==> src/rtl/owtsr_pkg.sv <==
// Package for the single-wire temperature sensor reader core.
// Field widths, register indexes, reset defaults, status codes and the command table.
// No dependencies.
package owtsr_pkg;

    // Configuration register widths
    localparam int RESET_LOW_W  = 12;
    localparam int PRES_WAIT_W  = 12;
    localparam int RECOVERY_W   = 12;
    localparam int SLOT_W       = 8;
    localparam int CONV_WAIT_W  = 20;
    localparam int TIMER_W      = 20;
    localparam int CFG_DATA_W   = 20;
    localparam int CFG_ADDR_W   = 3;
    localparam int TEMP_W       = 16;
    localparam int STATUS_W     = 2;

    // Configuration register indexes
    localparam logic [CFG_ADDR_W-1:0] REG_RESET_LOW  = 3'd0;
    localparam logic [CFG_ADDR_W-1:0] REG_PRES_WAIT  = 3'd1;
    localparam logic [CFG_ADDR_W-1:0] REG_RECOVERY   = 3'd2;
    localparam logic [CFG_ADDR_W-1:0] REG_SHORT_SLOT = 3'd3;
    localparam logic [CFG_ADDR_W-1:0] REG_LONG_SLOT  = 3'd4;
    localparam logic [CFG_ADDR_W-1:0] REG_CONV_WAIT  = 3'd5;

    // Reset values of the configuration registers
    localparam logic [RESET_LOW_W-1:0] RESET_LOW_DEF  = 12'd500;
    localparam logic [PRES_WAIT_W-1:0] PRES_WAIT_DEF  = 12'd70;
    localparam logic [RECOVERY_W-1:0]  RECOVERY_DEF   = 12'd500;
    localparam logic [SLOT_W-1:0]      SHORT_SLOT_DEF = 8'd7;
    localparam logic [SLOT_W-1:0]      LONG_SLOT_DEF  = 8'd70;
    localparam logic [CONV_WAIT_W-1:0] CONV_WAIT_DEF  = 20'd0;

    // Sequence status codes
    localparam logic [STATUS_W-1:0] STAT_OK       = 2'd0;
    localparam logic [STATUS_W-1:0] STAT_STUCK    = 2'd1;
    localparam logic [STATUS_W-1:0] STAT_NO_PRES  = 2'd2;

    // Request kinds on the input tuser
    localparam logic REQ_TICK  = 1'b0;
    localparam logic REQ_START = 1'b1;

    // Bus commands
    localparam logic [7:0] CMD_SKIP_ROM  = 8'hCC;
    localparam logic [7:0] CMD_CONVERT   = 8'h44;
    localparam logic [7:0] CMD_READ_SCR  = 8'hBE;

    // Command byte sent at each of the four write steps
    function automatic logic [7:0] cmd_byte(input logic [1:0] step);
        logic [7:0] b;
        unique case (step)
            2'd0:    b = CMD_SKIP_ROM;
            2'd1:    b = CMD_CONVERT;
            2'd2:    b = CMD_SKIP_ROM;
            default: b = CMD_READ_SCR;
        endcase
        return b;
    endfunction

endpackage

==> src/rtl/onewire_temp_sensor_reader_core.sv <==
// Single-wire bus master that reads a temperature sensor, stepped by microsecond ticks.
// Results go to the output register in the next cycle after an input is accepted.
// Throughput: one transaction per cycle unless the result channel stalls (m_tready low);
// a single pass of the phase sequencer per item. Reset (aresetn, synchronous, active low)
// clears the sequencer to idle, the last status and temperature to zero and the
// configuration registers to their defaults. Depends on owtsr_pkg.
module onewire_temp_sensor_reader_core (
    input  logic        aclk,
    input  logic        aresetn,
    // Input channel
    input  logic        s_tvalid,
    output logic        s_tready,
    input  logic [7:0]  s_tdata,   // [0] bus_level, [7:1] zero
    input  logic        s_tuser,   // [0] req_type
    // Result channel
    output logic        m_tvalid,
    input  logic        m_tready,
    output logic [23:0] m_tdata,   // [0] bus_drive_low, [1] busy_res, [3:2] status,
                                   // [19:4] temperature, [23:20] zero
    output logic        m_tlast,   // done_res
    // Configuration write port
    input  logic                               cfg_wr_en,
    input  logic [owtsr_pkg::CFG_ADDR_W-1:0]   cfg_addr,
    input  logic [owtsr_pkg::CFG_DATA_W-1:0]   cfg_wdata
);

    typedef enum logic [3:0] {
        PH_IDLE,
        PH_RST_CHECK,
        PH_RST_LOW,
        PH_PRES_WAIT,
        PH_RECOVERY,
        PH_W_LOW,
        PH_W_HIGH,
        PH_R_LOW,
        PH_R_WAIT,
        PH_R_REC,
        PH_CONV
    } phase_t;

    // Configuration registers
    logic [owtsr_pkg::RESET_LOW_W-1:0] reset_low_reg;
    logic [owtsr_pkg::PRES_WAIT_W-1:0] pres_wait_reg;
    logic [owtsr_pkg::RECOVERY_W-1:0]  recovery_reg;
    logic [owtsr_pkg::SLOT_W-1:0]      short_slot_reg;
    logic [owtsr_pkg::SLOT_W-1:0]      long_slot_reg;
    logic [owtsr_pkg::CONV_WAIT_W-1:0] conv_wait_reg;

    // Sequencer state
    phase_t                            phase_reg,       phase_next;
    logic [owtsr_pkg::TIMER_W-1:0]     timer_reg,       timer_next;
    logic [2:0]                        bit_count_reg,   bit_count_next;
    logic [2:0]                        byte_step_reg,   byte_step_next;
    logic [7:0]                        shift_reg,       shift_next;
    logic [7:0]                        scratch_reg,     scratch_next;
    logic [owtsr_pkg::STATUS_W-1:0]    status_reg,      status_next;
    logic [owtsr_pkg::TEMP_W-1:0]      temp_reg,        temp_next;
    logic                              no_pres_reg,     no_pres_next;

    // Output register
    logic                              m_valid_reg;
    logic                              drive_low_reg;
    logic                              busy_reg;
    logic                              done_reg;

    logic                              accept;
    logic                              req;
    logic                              level;
    logic                              expired;
    logic [owtsr_pkg::TIMER_W-1:0]     timer_dec;
    logic                              done_next;

    assign s_tready = !m_valid_reg || m_tready;
    assign accept   = s_tvalid && s_tready;
    assign req      = s_tuser;
    assign level    = s_tdata[0];

    // Timer expiry: a count of one or less ends the wait
    assign expired   = (timer_reg <= owtsr_pkg::TIMER_W'(1));
    assign timer_dec = expired ? '0 : timer_reg - owtsr_pkg::TIMER_W'(1);

    // Configuration writes
    always_ff @(posedge aclk) begin
        if (!aresetn) begin
            reset_low_reg  <= owtsr_pkg::RESET_LOW_DEF;
            pres_wait_reg  <= owtsr_pkg::PRES_WAIT_DEF;
            recovery_reg   <= owtsr_pkg::RECOVERY_DEF;
            short_slot_reg <= owtsr_pkg::SHORT_SLOT_DEF;
            long_slot_reg  <= owtsr_pkg::LONG_SLOT_DEF;
            conv_wait_reg  <= owtsr_pkg::CONV_WAIT_DEF;
        end else if (cfg_wr_en) begin
            unique case (cfg_addr)
                owtsr_pkg::REG_RESET_LOW:  reset_low_reg  <= cfg_wdata[owtsr_pkg::RESET_LOW_W-1:0];
                owtsr_pkg::REG_PRES_WAIT:  pres_wait_reg  <= cfg_wdata[owtsr_pkg::PRES_WAIT_W-1:0];
                owtsr_pkg::REG_RECOVERY:   recovery_reg   <= cfg_wdata[owtsr_pkg::RECOVERY_W-1:0];
                owtsr_pkg::REG_SHORT_SLOT: short_slot_reg <= cfg_wdata[owtsr_pkg::SLOT_W-1:0];
                owtsr_pkg::REG_LONG_SLOT:  long_slot_reg  <= cfg_wdata[owtsr_pkg::SLOT_W-1:0];
                owtsr_pkg::REG_CONV_WAIT:  conv_wait_reg  <= cfg_wdata[owtsr_pkg::CONV_WAIT_W-1:0];
                default: ;
            endcase
        end
    end

    // Sequencer next state for one transaction
    always_comb begin
        logic start_byte;
        logic start_slot;
        logic bit_done;

        start_byte     = 1'b0;
        start_slot     = 1'b0;
        bit_done       = 1'b0;
        phase_next     = phase_reg;
        timer_next     = timer_reg;
        bit_count_next = bit_count_reg;
        byte_step_next = byte_step_reg;
        shift_next     = shift_reg;
        scratch_next   = scratch_reg;
        status_next    = status_reg;
        temp_next      = temp_reg;
        no_pres_next   = no_pres_reg;
        done_next      = 1'b0;

        if (req == owtsr_pkg::REQ_START) begin
            // Start is ignored while a sequence runs
            if (phase_reg == PH_IDLE) begin
                phase_next     = PH_RST_CHECK;
                byte_step_next = '0;
                bit_count_next = '0;
                timer_next     = '0;
                shift_next     = '0;
                no_pres_next   = 1'b0;
            end
        end else begin
            unique case (phase_reg)
                PH_IDLE: ;
                PH_RST_CHECK: begin
                    if (!level) begin
                        phase_next   = PH_IDLE;
                        status_next  = owtsr_pkg::STAT_STUCK;
                        temp_next    = '0;
                        scratch_next = '0;
                        done_next    = 1'b1;
                    end else begin
                        phase_next = PH_RST_LOW;
                        timer_next = owtsr_pkg::TIMER_W'(reset_low_reg);
                    end
                end
                PH_RST_LOW: begin
                    timer_next = timer_dec;
                    if (expired) begin
                        phase_next = PH_PRES_WAIT;
                        timer_next = owtsr_pkg::TIMER_W'(pres_wait_reg);
                    end
                end
                PH_PRES_WAIT: begin
                    timer_next = timer_dec;
                    if (expired) begin
                        no_pres_next = level;
                        phase_next   = PH_RECOVERY;
                        timer_next   = owtsr_pkg::TIMER_W'(recovery_reg);
                    end
                end
                PH_RECOVERY: begin
                    timer_next = timer_dec;
                    if (expired) begin
                        if (no_pres_reg) begin
                            phase_next   = PH_IDLE;
                            status_next  = owtsr_pkg::STAT_NO_PRES;
                            temp_next    = '0;
                            scratch_next = '0;
                            done_next    = 1'b1;
                        end else begin
                            start_byte = 1'b1;
                        end
                    end
                end
                PH_W_LOW: begin
                    timer_next = timer_dec;
                    if (expired) begin
                        phase_next = PH_W_HIGH;
                        timer_next = shift_reg[0] ? owtsr_pkg::TIMER_W'(long_slot_reg)
                                                  : owtsr_pkg::TIMER_W'(short_slot_reg);
                    end
                end
                PH_W_HIGH: begin
                    timer_next = timer_dec;
                    if (expired) begin
                        shift_next = {1'b0, shift_reg[7:1]};
                        bit_done   = 1'b1;
                    end
                end
                PH_R_LOW: begin
                    timer_next = timer_dec;
                    if (expired) begin
                        phase_next = PH_R_WAIT;
                        timer_next = owtsr_pkg::TIMER_W'(short_slot_reg);
                    end
                end
                PH_R_WAIT: begin
                    timer_next = timer_dec;
                    if (expired) begin
                        // LSB first: sampled bit enters at the top
                        shift_next = {level, shift_reg[7:1]};
                        phase_next = PH_R_REC;
                        timer_next = owtsr_pkg::TIMER_W'(long_slot_reg);
                    end
                end
                PH_R_REC: begin
                    timer_next = timer_dec;
                    if (expired) begin
                        bit_done = 1'b1;
                    end
                end
                PH_CONV: begin
                    timer_next = timer_dec;
                    if (expired) begin
                        phase_next = PH_RST_CHECK;
                    end
                end
                default: phase_next = PH_IDLE;
            endcase
        end

        // End of a bit slot; a wrapped count means the byte is complete
        if (bit_done) begin
            bit_count_next = bit_count_reg + 3'd1;
            if (bit_count_next == 3'd0) begin
                priority if (byte_step_reg == 3'd1) begin
                    // Convert sent: wait unless conv_wait is zero, then the second reset
                    byte_step_next = 3'd2;
                    if (conv_wait_reg == '0) begin
                        phase_next = PH_RST_CHECK;
                    end else begin
                        phase_next = PH_CONV;
                        timer_next = conv_wait_reg;
                    end
                end else if (byte_step_reg == 3'd4) begin
                    scratch_next   = shift_next;
                    byte_step_next = 3'd5;
                    start_byte     = 1'b1;
                end else if (byte_step_reg >= 3'd5) begin
                    phase_next   = PH_IDLE;
                    status_next  = owtsr_pkg::STAT_OK;
                    temp_next    = {shift_next, scratch_reg};
                    scratch_next = '0;
                    done_next    = 1'b1;
                end else begin
                    byte_step_next = byte_step_reg + 3'd1;
                    start_byte     = 1'b1;
                end
            end else begin
                start_slot = 1'b1;
            end
        end

        // Load the next byte: a command while writing, zero while reading
        if (start_byte) begin
            bit_count_next = '0;
            shift_next     = (byte_step_next < 3'd4) ? owtsr_pkg::cmd_byte(byte_step_next[1:0])
                                                     : 8'd0;
            start_slot     = 1'b1;
        end

        // Open a write or read slot
        if (start_slot) begin
            if (byte_step_next < 3'd4) begin
                phase_next = PH_W_LOW;
                timer_next = shift_next[0] ? owtsr_pkg::TIMER_W'(short_slot_reg)
                                           : owtsr_pkg::TIMER_W'(long_slot_reg);
            end else begin
                phase_next = PH_R_LOW;
                timer_next = owtsr_pkg::TIMER_W'(short_slot_reg);
            end
        end
    end

    // State and result register
    always_ff @(posedge aclk) begin
        if (!aresetn) begin
            phase_reg     <= PH_IDLE;
            timer_reg     <= '0;
            bit_count_reg <= '0;
            byte_step_reg <= '0;
            shift_reg     <= '0;
            scratch_reg   <= '0;
            status_reg    <= '0;
            temp_reg      <= '0;
            no_pres_reg   <= 1'b0;
            m_valid_reg   <= 1'b0;
            drive_low_reg <= 1'b0;
            busy_reg      <= 1'b0;
            done_reg      <= 1'b0;
        end else begin
            if (accept) begin
                phase_reg     <= phase_next;
                timer_reg     <= timer_next;
                bit_count_reg <= bit_count_next;
                byte_step_reg <= byte_step_next;
                shift_reg     <= shift_next;
                scratch_reg   <= scratch_next;
                status_reg    <= status_next;
                temp_reg      <= temp_next;
                no_pres_reg   <= no_pres_next;
                drive_low_reg <= (phase_next == PH_RST_LOW) || (phase_next == PH_W_LOW)
                                 || (phase_next == PH_R_LOW);
                busy_reg      <= (phase_next != PH_IDLE);
                done_reg      <= done_next;
                m_valid_reg   <= 1'b1;
            end else if (m_tready) begin
                m_valid_reg   <= 1'b0;
            end
        end
    end

    assign m_tvalid = m_valid_reg;
    assign m_tlast  = done_reg;
    assign m_tdata  = {4'd0, temp_reg, status_reg, busy_reg, drive_low_reg};

endmodule

==> config.mk <==
export PLATFORM = sky130hd
export DESIGN_NAME = onewire_temp_sensor_reader_core
export DESIGN_NICKNAME = d
export VERILOG_FILES = /design/src/rtl/owtsr_pkg.sv /design/src/rtl/onewire_temp_sensor_reader_core.sv
export SDC_FILE = /design/constraint.sdc
export NUM_CORES = 1
export LEC_CHECK = 0
export BUFFER_PORTS_ARGS = -buffer_cell sky130_fd_sc_hd__buf_2
export CORE_UTILIZATION = 35
export CTS_CLUSTER_DIAMETER = 100
export DETAILED_ROUTE_END_ITERATION = 10
export GPL_ROUTABILITY_DRIVEN = 1
export PLACE_DENSITY = 0.56
export SYNTH_ARGS = -nofsm -noshare
export SYNTH_HDL_FRONTEND = slang
export SYNTH_SLANG_ARGS = --single-unit
==> constraint.sdc <==
create_clock -name aclk -period 3.5 [get_ports aclk]
set_clock_uncertainty 0.15 [all_clocks]
set_input_delay 0.7 -clock aclk [delete_from_list [all_inputs] [get_ports aclk]]
set_output_delay 0.7 -clock aclk [all_outputs]
set_load 0.03 [all_outputs]
**Word-level counts from Yosys, hierarchy flattened**

Cells that the tools add are included.

- Memory bits (writable): 0
- Bits in latches: 0
- Bits in read-only memories: 0
- Register bits: 141
- Word-level logic and storage cells: 194
- Input port bits: 37
- Memories: 0
- Output and inout bits: 27

- Bitwise logic cells: 0
- Equality and inequality tests: 23
- Add/sub/neg operators: 3
- Magnitude comparators: 3
- Div/mod/pow operators: 0
- Multiply operators: 0
- Shift-type cells: 0
- Reductions and logical operators: 28
- Multiplexer cells: 118

Operator list:

| kind | count |
|---|---|
| 20-bit two-way mux | 14 |
| 16-bit two-way mux | 9 |
| 8-bit two-way mux | 18 |
| 20-bit case mux with 7 select lines | 1 |
| 4-bit two-way mux | 17 |
| 8-bit case mux with 2 select lines | 3 |
| 4-bit case mux with 9 select lines | 1 |
| 3-bit two-way mux | 11 |
| 16-bit case mux with 2 select lines | 1 |
| 1-bit two-way mux | 30 |
| 4-bit by 3-bit equality test with 1-bit output (second input constant) | 6 |
| 2-bit two-way mux | 11 |
| 20-bit by 1-bit <= comparator with 1-bit output (second input constant) | 1 |
| 20-bit zero test | 1 |
| 20-bit by 1-bit subtractor with 20-bit output (second input constant) | 1 |
| 4-bit by 2-bit equality test with 1-bit output (second input constant) | 3 |
| 4-bit equality test (second input constant) | 3 |
| 2-bit AND reduction | 6 |
| 3-bit equality test (second input constant) | 3 |
| 3-bit by 1-bit adder with 3-bit output (second input constant) | 2 |
| 3-bit by 1-bit equality test with 1-bit output (second input constant) | 2 |
| 3-bit by 2-bit equality test with 1-bit output (second input constant) | 2 |
| 3-bit zero test | 2 |
| 2-bit nonzero test | 3 |
| 20 further kinds | 24 |

**Depth between registers and ports, before layout**

- Word-level depth: 16
- Gate-level depth with buffers: 12
- Depth with buffers taken out: 10

**Worst setup path before layout**

Ideal clock, no wire load.

- Kind: register -> register
- Start: reg timer_reg[4] (netlist name)
- End: reg timer_reg[1] (netlist name)
- Path slack: 0.825 ns
- Stages on the path, launching flop included: 12
- Data required time: 3.219 ns
- Period minus slack after synthesis: 2.675 ns
- Path buffers: 3
- Setup time: 0.131 ns
- Arrival: 2.393 ns
- Path through: dfxtp_1 buf_6 nor4_4 and4_1 nand4b_1 buf_2 mux2i_4 a21oi_2 buf_6 mux2_4 nand3_1 o311ai_1

- Word-level cells in the longest chain between the ends: 13
- Elaborated cells on any way between the ends: 37

RTL lines:

| what | RTL line | source |
|---|---|---|
| start, declared | onewire_temp_sensor_reader_core.sv:51 | `logic [owtsr_pkg::TIMER_W-1:0] timer_reg, timer_next;` |
| start signal, assigned | onewire_temp_sensor_reader_core.sv:297 | `timer_reg <= timer_next;` |
| 20-bit by 1-bit <= comparator with 1-bit output * | onewire_temp_sensor_reader_core.sv:79 | `assign expired = (timer_reg <= owtsr_pkg::TIMER_W'(1));` |
| 1-bit two-way mux | onewire_temp_sensor_reader_core.sv:166 | `if (expired) begin` |
| 1-bit two-way mux | onewire_temp_sensor_reader_core.sv:135 | `unique case (phase_reg)` |
| 1-bit two-way mux | onewire_temp_sensor_reader_core.sv:124 | `if (req == owtsr_pkg::REQ_START) begin` |
| 1-bit two-way mux | onewire_temp_sensor_reader_core.sv:242 | `end else if (byte_step_reg >= 3'd5) begin` |
| 1-bit two-way mux | onewire_temp_sensor_reader_core.sv:238 | `end else if (byte_step_reg == 3'd4) begin` |
| 1-bit two-way mux | onewire_temp_sensor_reader_core.sv:229 | `priority if (byte_step_reg == 3'd1) begin` |
| 1-bit two-way mux | onewire_temp_sensor_reader_core.sv:228 | `if (bit_count_next == 3'd0) begin` |
| 1-bit two-way mux | onewire_temp_sensor_reader_core.sv:226 | `if (bit_done) begin` |
| 8-bit two-way mux | onewire_temp_sensor_reader_core.sv:258 | `if (start_byte) begin` |
| 8-bit two-way mux | onewire_temp_sensor_reader_core.sv:269 | `timer_next = shift_next[0] ? owtsr_pkg::TIMER_W'(short_slot_reg)` |
| 8-bit two-way mux | onewire_temp_sensor_reader_core.sv:267 | `if (byte_step_next < 3'd4) begin` |
| 20-bit two-way mux * | onewire_temp_sensor_reader_core.sv:266 | `if (start_slot) begin` |

Every way passes the cells marked *; elsewhere a longest branch is shown, timed or not.
A chain may end at the register's enable or synchronous reset.

**Worst setup path in the final report**

- Start: reg phase_reg[1]
- End: reg timer_reg[2] (netlist name)

- Word-level cells in the longest chain between the ends: 14
- Elaborated cells on any way between the ends: 47

RTL lines:

| what | RTL line | source |
|---|---|---|
| start, declared | onewire_temp_sensor_reader_core.sv:50 | `phase_t phase_reg, phase_next;` |
| start signal, assigned | onewire_temp_sensor_reader_core.sv:296 | `phase_reg <= phase_next;` |
| 4-bit zero test | onewire_temp_sensor_reader_core.sv:126 | `if (phase_reg == PH_IDLE) begin` |
| 3-bit two-way mux | onewire_temp_sensor_reader_core.sv:126 |  |
| 3-bit two-way mux | onewire_temp_sensor_reader_core.sv:124 |  |
| 3-bit two-way mux | onewire_temp_sensor_reader_core.sv:242 |  |
| 3-bit two-way mux | onewire_temp_sensor_reader_core.sv:238 |  |
| 3-bit two-way mux | onewire_temp_sensor_reader_core.sv:229 |  |
| 3-bit two-way mux | onewire_temp_sensor_reader_core.sv:228 |  |
| 3-bit two-way mux | onewire_temp_sensor_reader_core.sv:226 |  |
| 3-bit < comparator | onewire_temp_sensor_reader_core.sv:260, onewire_temp_sensor_reader_core.sv:267 |  |
| 8-bit two-way mux | onewire_temp_sensor_reader_core.sv:260 | `shift_next = (byte_step_next < 3'd4) ? owtsr_pkg::cmd_byte(byte_step_next[1:0])` |
| 8-bit two-way mux | onewire_temp_sensor_reader_core.sv:258 |  |
| 8-bit two-way mux | onewire_temp_sensor_reader_core.sv:269 |  |
| 8-bit two-way mux | onewire_temp_sensor_reader_core.sv:267 |  |
| 20-bit two-way mux * | onewire_temp_sensor_reader_core.sv:266 |  |

Marks and branches as above.

==> flow_summary.toml <==
[worst_setup_path]
slowest_delay_ps = 960
cp_cell_sequence = "buf_4 > inv_2 > nor4_2 > a221oi_1 > a311oi_1 > a221o_1 > nor2_1 > o22ai_1 > a22o_1"
r2r_end = "timer_reg[2]"
required_ps = 3710
reg2reg_from = "phase_reg[1]"
end_kind = "flop"
r2r_cells = 9
arrival_ps = 3420
worst-path-max-fanout = 10
crit_slowest_cell = "nor4_2"
rrSetupSlack_ps = 290
crit_type = "reg2reg"
startpoint_type = "flop"

[layout]
nets = 1095
layout.cells.non_filler = 1343
antenna_cells = 0
layout-drive-gt1-share_pct = 14.7
area_delta_synth_final_pct = 13.9

[detailed_routing]
dr.pass1.iters = 6
routed_wl_um = 25100
dr_total_vias = 7586
drt_iter0_drc = 645
ant_nets = 0
avgViaCountPerCell = 5.65
drt-wirelength-per-cell_um = 18.7
drc = 0

[floorplanning]
design.core.area_um2 = 21800
die_h_um = 151
num_io_pins = 64
initial_core_util_pct = 35.6
rows = 54
fp.dieArea_um2 = 22700
die_x_um = 151

[timing]
rsz0062_at_grt = "false"
holdWs_ps = 300
relSlewSlack_pct = 18.6
period_minus_slack_ps = 3210
setup_ws_ps = 292
fin_crit_sh_pct = 91.7
finalHoldViolations = 0
worstMarginPinSlew_ps = 1210
finalMaxSlewViolations = 0
fin_setup_tns_ps = 0
maxClockFrequency_mhz = 312
setup_violations = 0

[logic_synthesis]
syn-mean-instance-area_um2 = 7.63
syn-instance-count = 1014
synth_edf_count = 0
ys_seq_area_share_pct = 36.5
ys_types = 94
ys_ff_latch = 141
yosysWarningCount = 0
synth_area_um2 = 7740
synth-main-ff-cell = "dfxtp_1"
async_flop_share_pct = 0

[clock_tree]
tritoncts = "built"
cts-root-buf = "clkbuf_16"
cts.sinks = 141
cts_made_buffers = 17
cts_setup_buffers = 0
cts_buffer_depth = 2
h-tree-depth = 4
clk_latency_ps = 410
ctsResizeCount = 0
ctsHoldBuffers = 0
clk_pin_slew_ps = 60

[min_path]
min_path_cells = 2
hp-class = "reg2reg"
min-delay-start = "m_tlast"
hold_end = "m_tlast"

[power]
power.leakage_nw = 3.31
peakVddDrop_mv = 0.288
total_power_mw = 4.19
power.density_nw_per_um2 = 475

[run]
drv_cap = 0

[global_route]
grt_max_degree = 82
antenna_found_initial = 0
grt_use_total_pct = 22.8
grt_pass1_wl_um = 39700
grt_overflow_total = 0
grt_pass1_vias = 7020

[placed_design]
place.gp.congestion = 0.903
dp_hpwl_um = 17900
io_buffer_count = 52
dp_worst_setup_slack_ps = 370
dpl.cell_count = 1312

[outcome]
status = "finished, final reports clean"
## layer usage
layer	routed length (µm)	global-route usage (%)	vias up	part of all wire [%]
met2	11300	34.3	215	45
met4	476	7.25	0	1.9
met3	1290	4.39	26	5.1
li1	-	-	3717	-
met1	12000	32.5	3628	48
met5	0	0	-	0
## where the power goes
part / internal (mW) / total [mW] / switching [mW]
sequential: 1.65 / 1.70 / 0.0526
combinational: 0.247 / 0.731 / 0.484
clock: 1.06 / 1.76 / 0.693
## Yosys cell counts (5+ instances only)
master	number	area, µm²
buf_1	7	26.3
nor3_1	15	75.1
nor2_1	91	342
nand2_1	213	800
or2_2	5	31.3
nand3_1	43	215
a222oi_1	5	50.1
and3_1	6	37.5
buf_2	8	40.0
buf_4	7	52.6
nor4_1	10	62.6
clkbuf_1	39	146
buf_6	9	101
a21oi_1	122	611
and2_1	8	50.1
nor2b_1	11	68.8
a22oi_1	28	210
ha_1	7	87.6
inv_1	8	30.0
a31oi_1	8	50.1
mux2i_1	21	210
a221oi_1	12	105
o31ai_1	6	45.0
a22o_1	5	43.8
dfxtp_1	141	2820
o21ai_0	52	260
a211oi_1	11	82.6
## worst max-delay path: cells and delay by family, from the launching register on
kind / cells / cell delay (ps)
AOI/OAI and AO/OA: 5 / 1210
buffers and inverters: 2 / 340
DFF: 1 / 440
and+or+nand+nor: 2 / 1000
## stage by stage
stage | instance area, µm² | utilization (%)
4_1_cts | 8820 | 40.5
2_1_floorplan | 7750 | -
3_3_place_gp | 8250 | 37.9
5_1_grt | 8820 | 40.5
3_5_place_dp | 8250 | 37.9
6_report | 8820 | 40.5
## how the worst max path moves through the flow
stage / start / endpoint / slack, ps
after global placement: timer_reg[1] / temp_reg[2] / 330
after CTS: timer_reg[1] / temp_reg[2] / 340
after detailed placement: timer_reg[1] / temp_reg[1] / 370
after global routing: timer_reg[1] / temp_reg[2] / 20
final: phase_reg[1] / timer_reg[2] / 290
after floorplan: timer_reg[4] / timer_reg[1] / 830
## layout by cell type, fill, tap and decap left out, types with 5 or more instances in the layout
| master | netlist | layout |
|---|---|---|
| buf_2 | 8 | 52 |
| and3_1 | 6 | 6 |
| nor2_1 | 91 | 91 |
| nand3_1 | 43 | 43 |
| nand2_1 | 213 | 213 |
| inv_1 | 8 | 7 |
| a211oi_1 | 11 | 11 |
| nor4_1 | 10 | 10 |
| nor3_1 | 15 | 15 |
| a221oi_1 | 12 | 12 |
| mux2i_1 | 21 | 21 |
| a21oi_1 | 122 | 122 |
| or2_2 | 5 | 5 |
| o21ai_0 | 52 | 52 |
| a222oi_1 | 5 | 5 |
| a22oi_1 | 28 | 28 |
| dfxtp_1 | 141 | 141 |
| o31ai_1 | 6 | 6 |
| clkbuf_16 | 0 | 17 |
| ha_1 | 7 | 7 |
| buf_4 | 7 | 35 |
| a22o_1 | 5 | 5 |
| and2_1 | 8 | 8 |
| a31oi_1 | 8 | 8 |
| nor2b_1 | 11 | 11 |
## layout make-up
type	count	area, µm²
Clock inverter	10	118
Clock buffer	21	450
Inverter	11	41.3
Tap cell	280	350
Fill cell	2262	12900
Multi-Input combinational cell	792	4490
Sequential cell	141	2820
Timing Repair Buffer	88	543
## cell families (layout without fill, tap and decap cells)
| kind of cell | after synthesis | after routing | share of synthesized area, % |
|---|---|---|---|
| muxes | 24 | 24 | 3.35 |
| AOI/OAI and AO/OA | 299 | 299 | 24.7 |
| adders and majority gates | 7 | 7 | 1.13 |
| xor gates and xnor gates | 4 | 4 | 0.453 |
| other | 1 | 4 | 0.0485 |
| DFF | 141 | 141 | 36.5 |
| buffers and inverters | 84 | 130 | 5.63 |
| and+or+nand+nor | 454 | 454 | 28.3 |
Note: power is estimated with default switching activity, not from simulation.
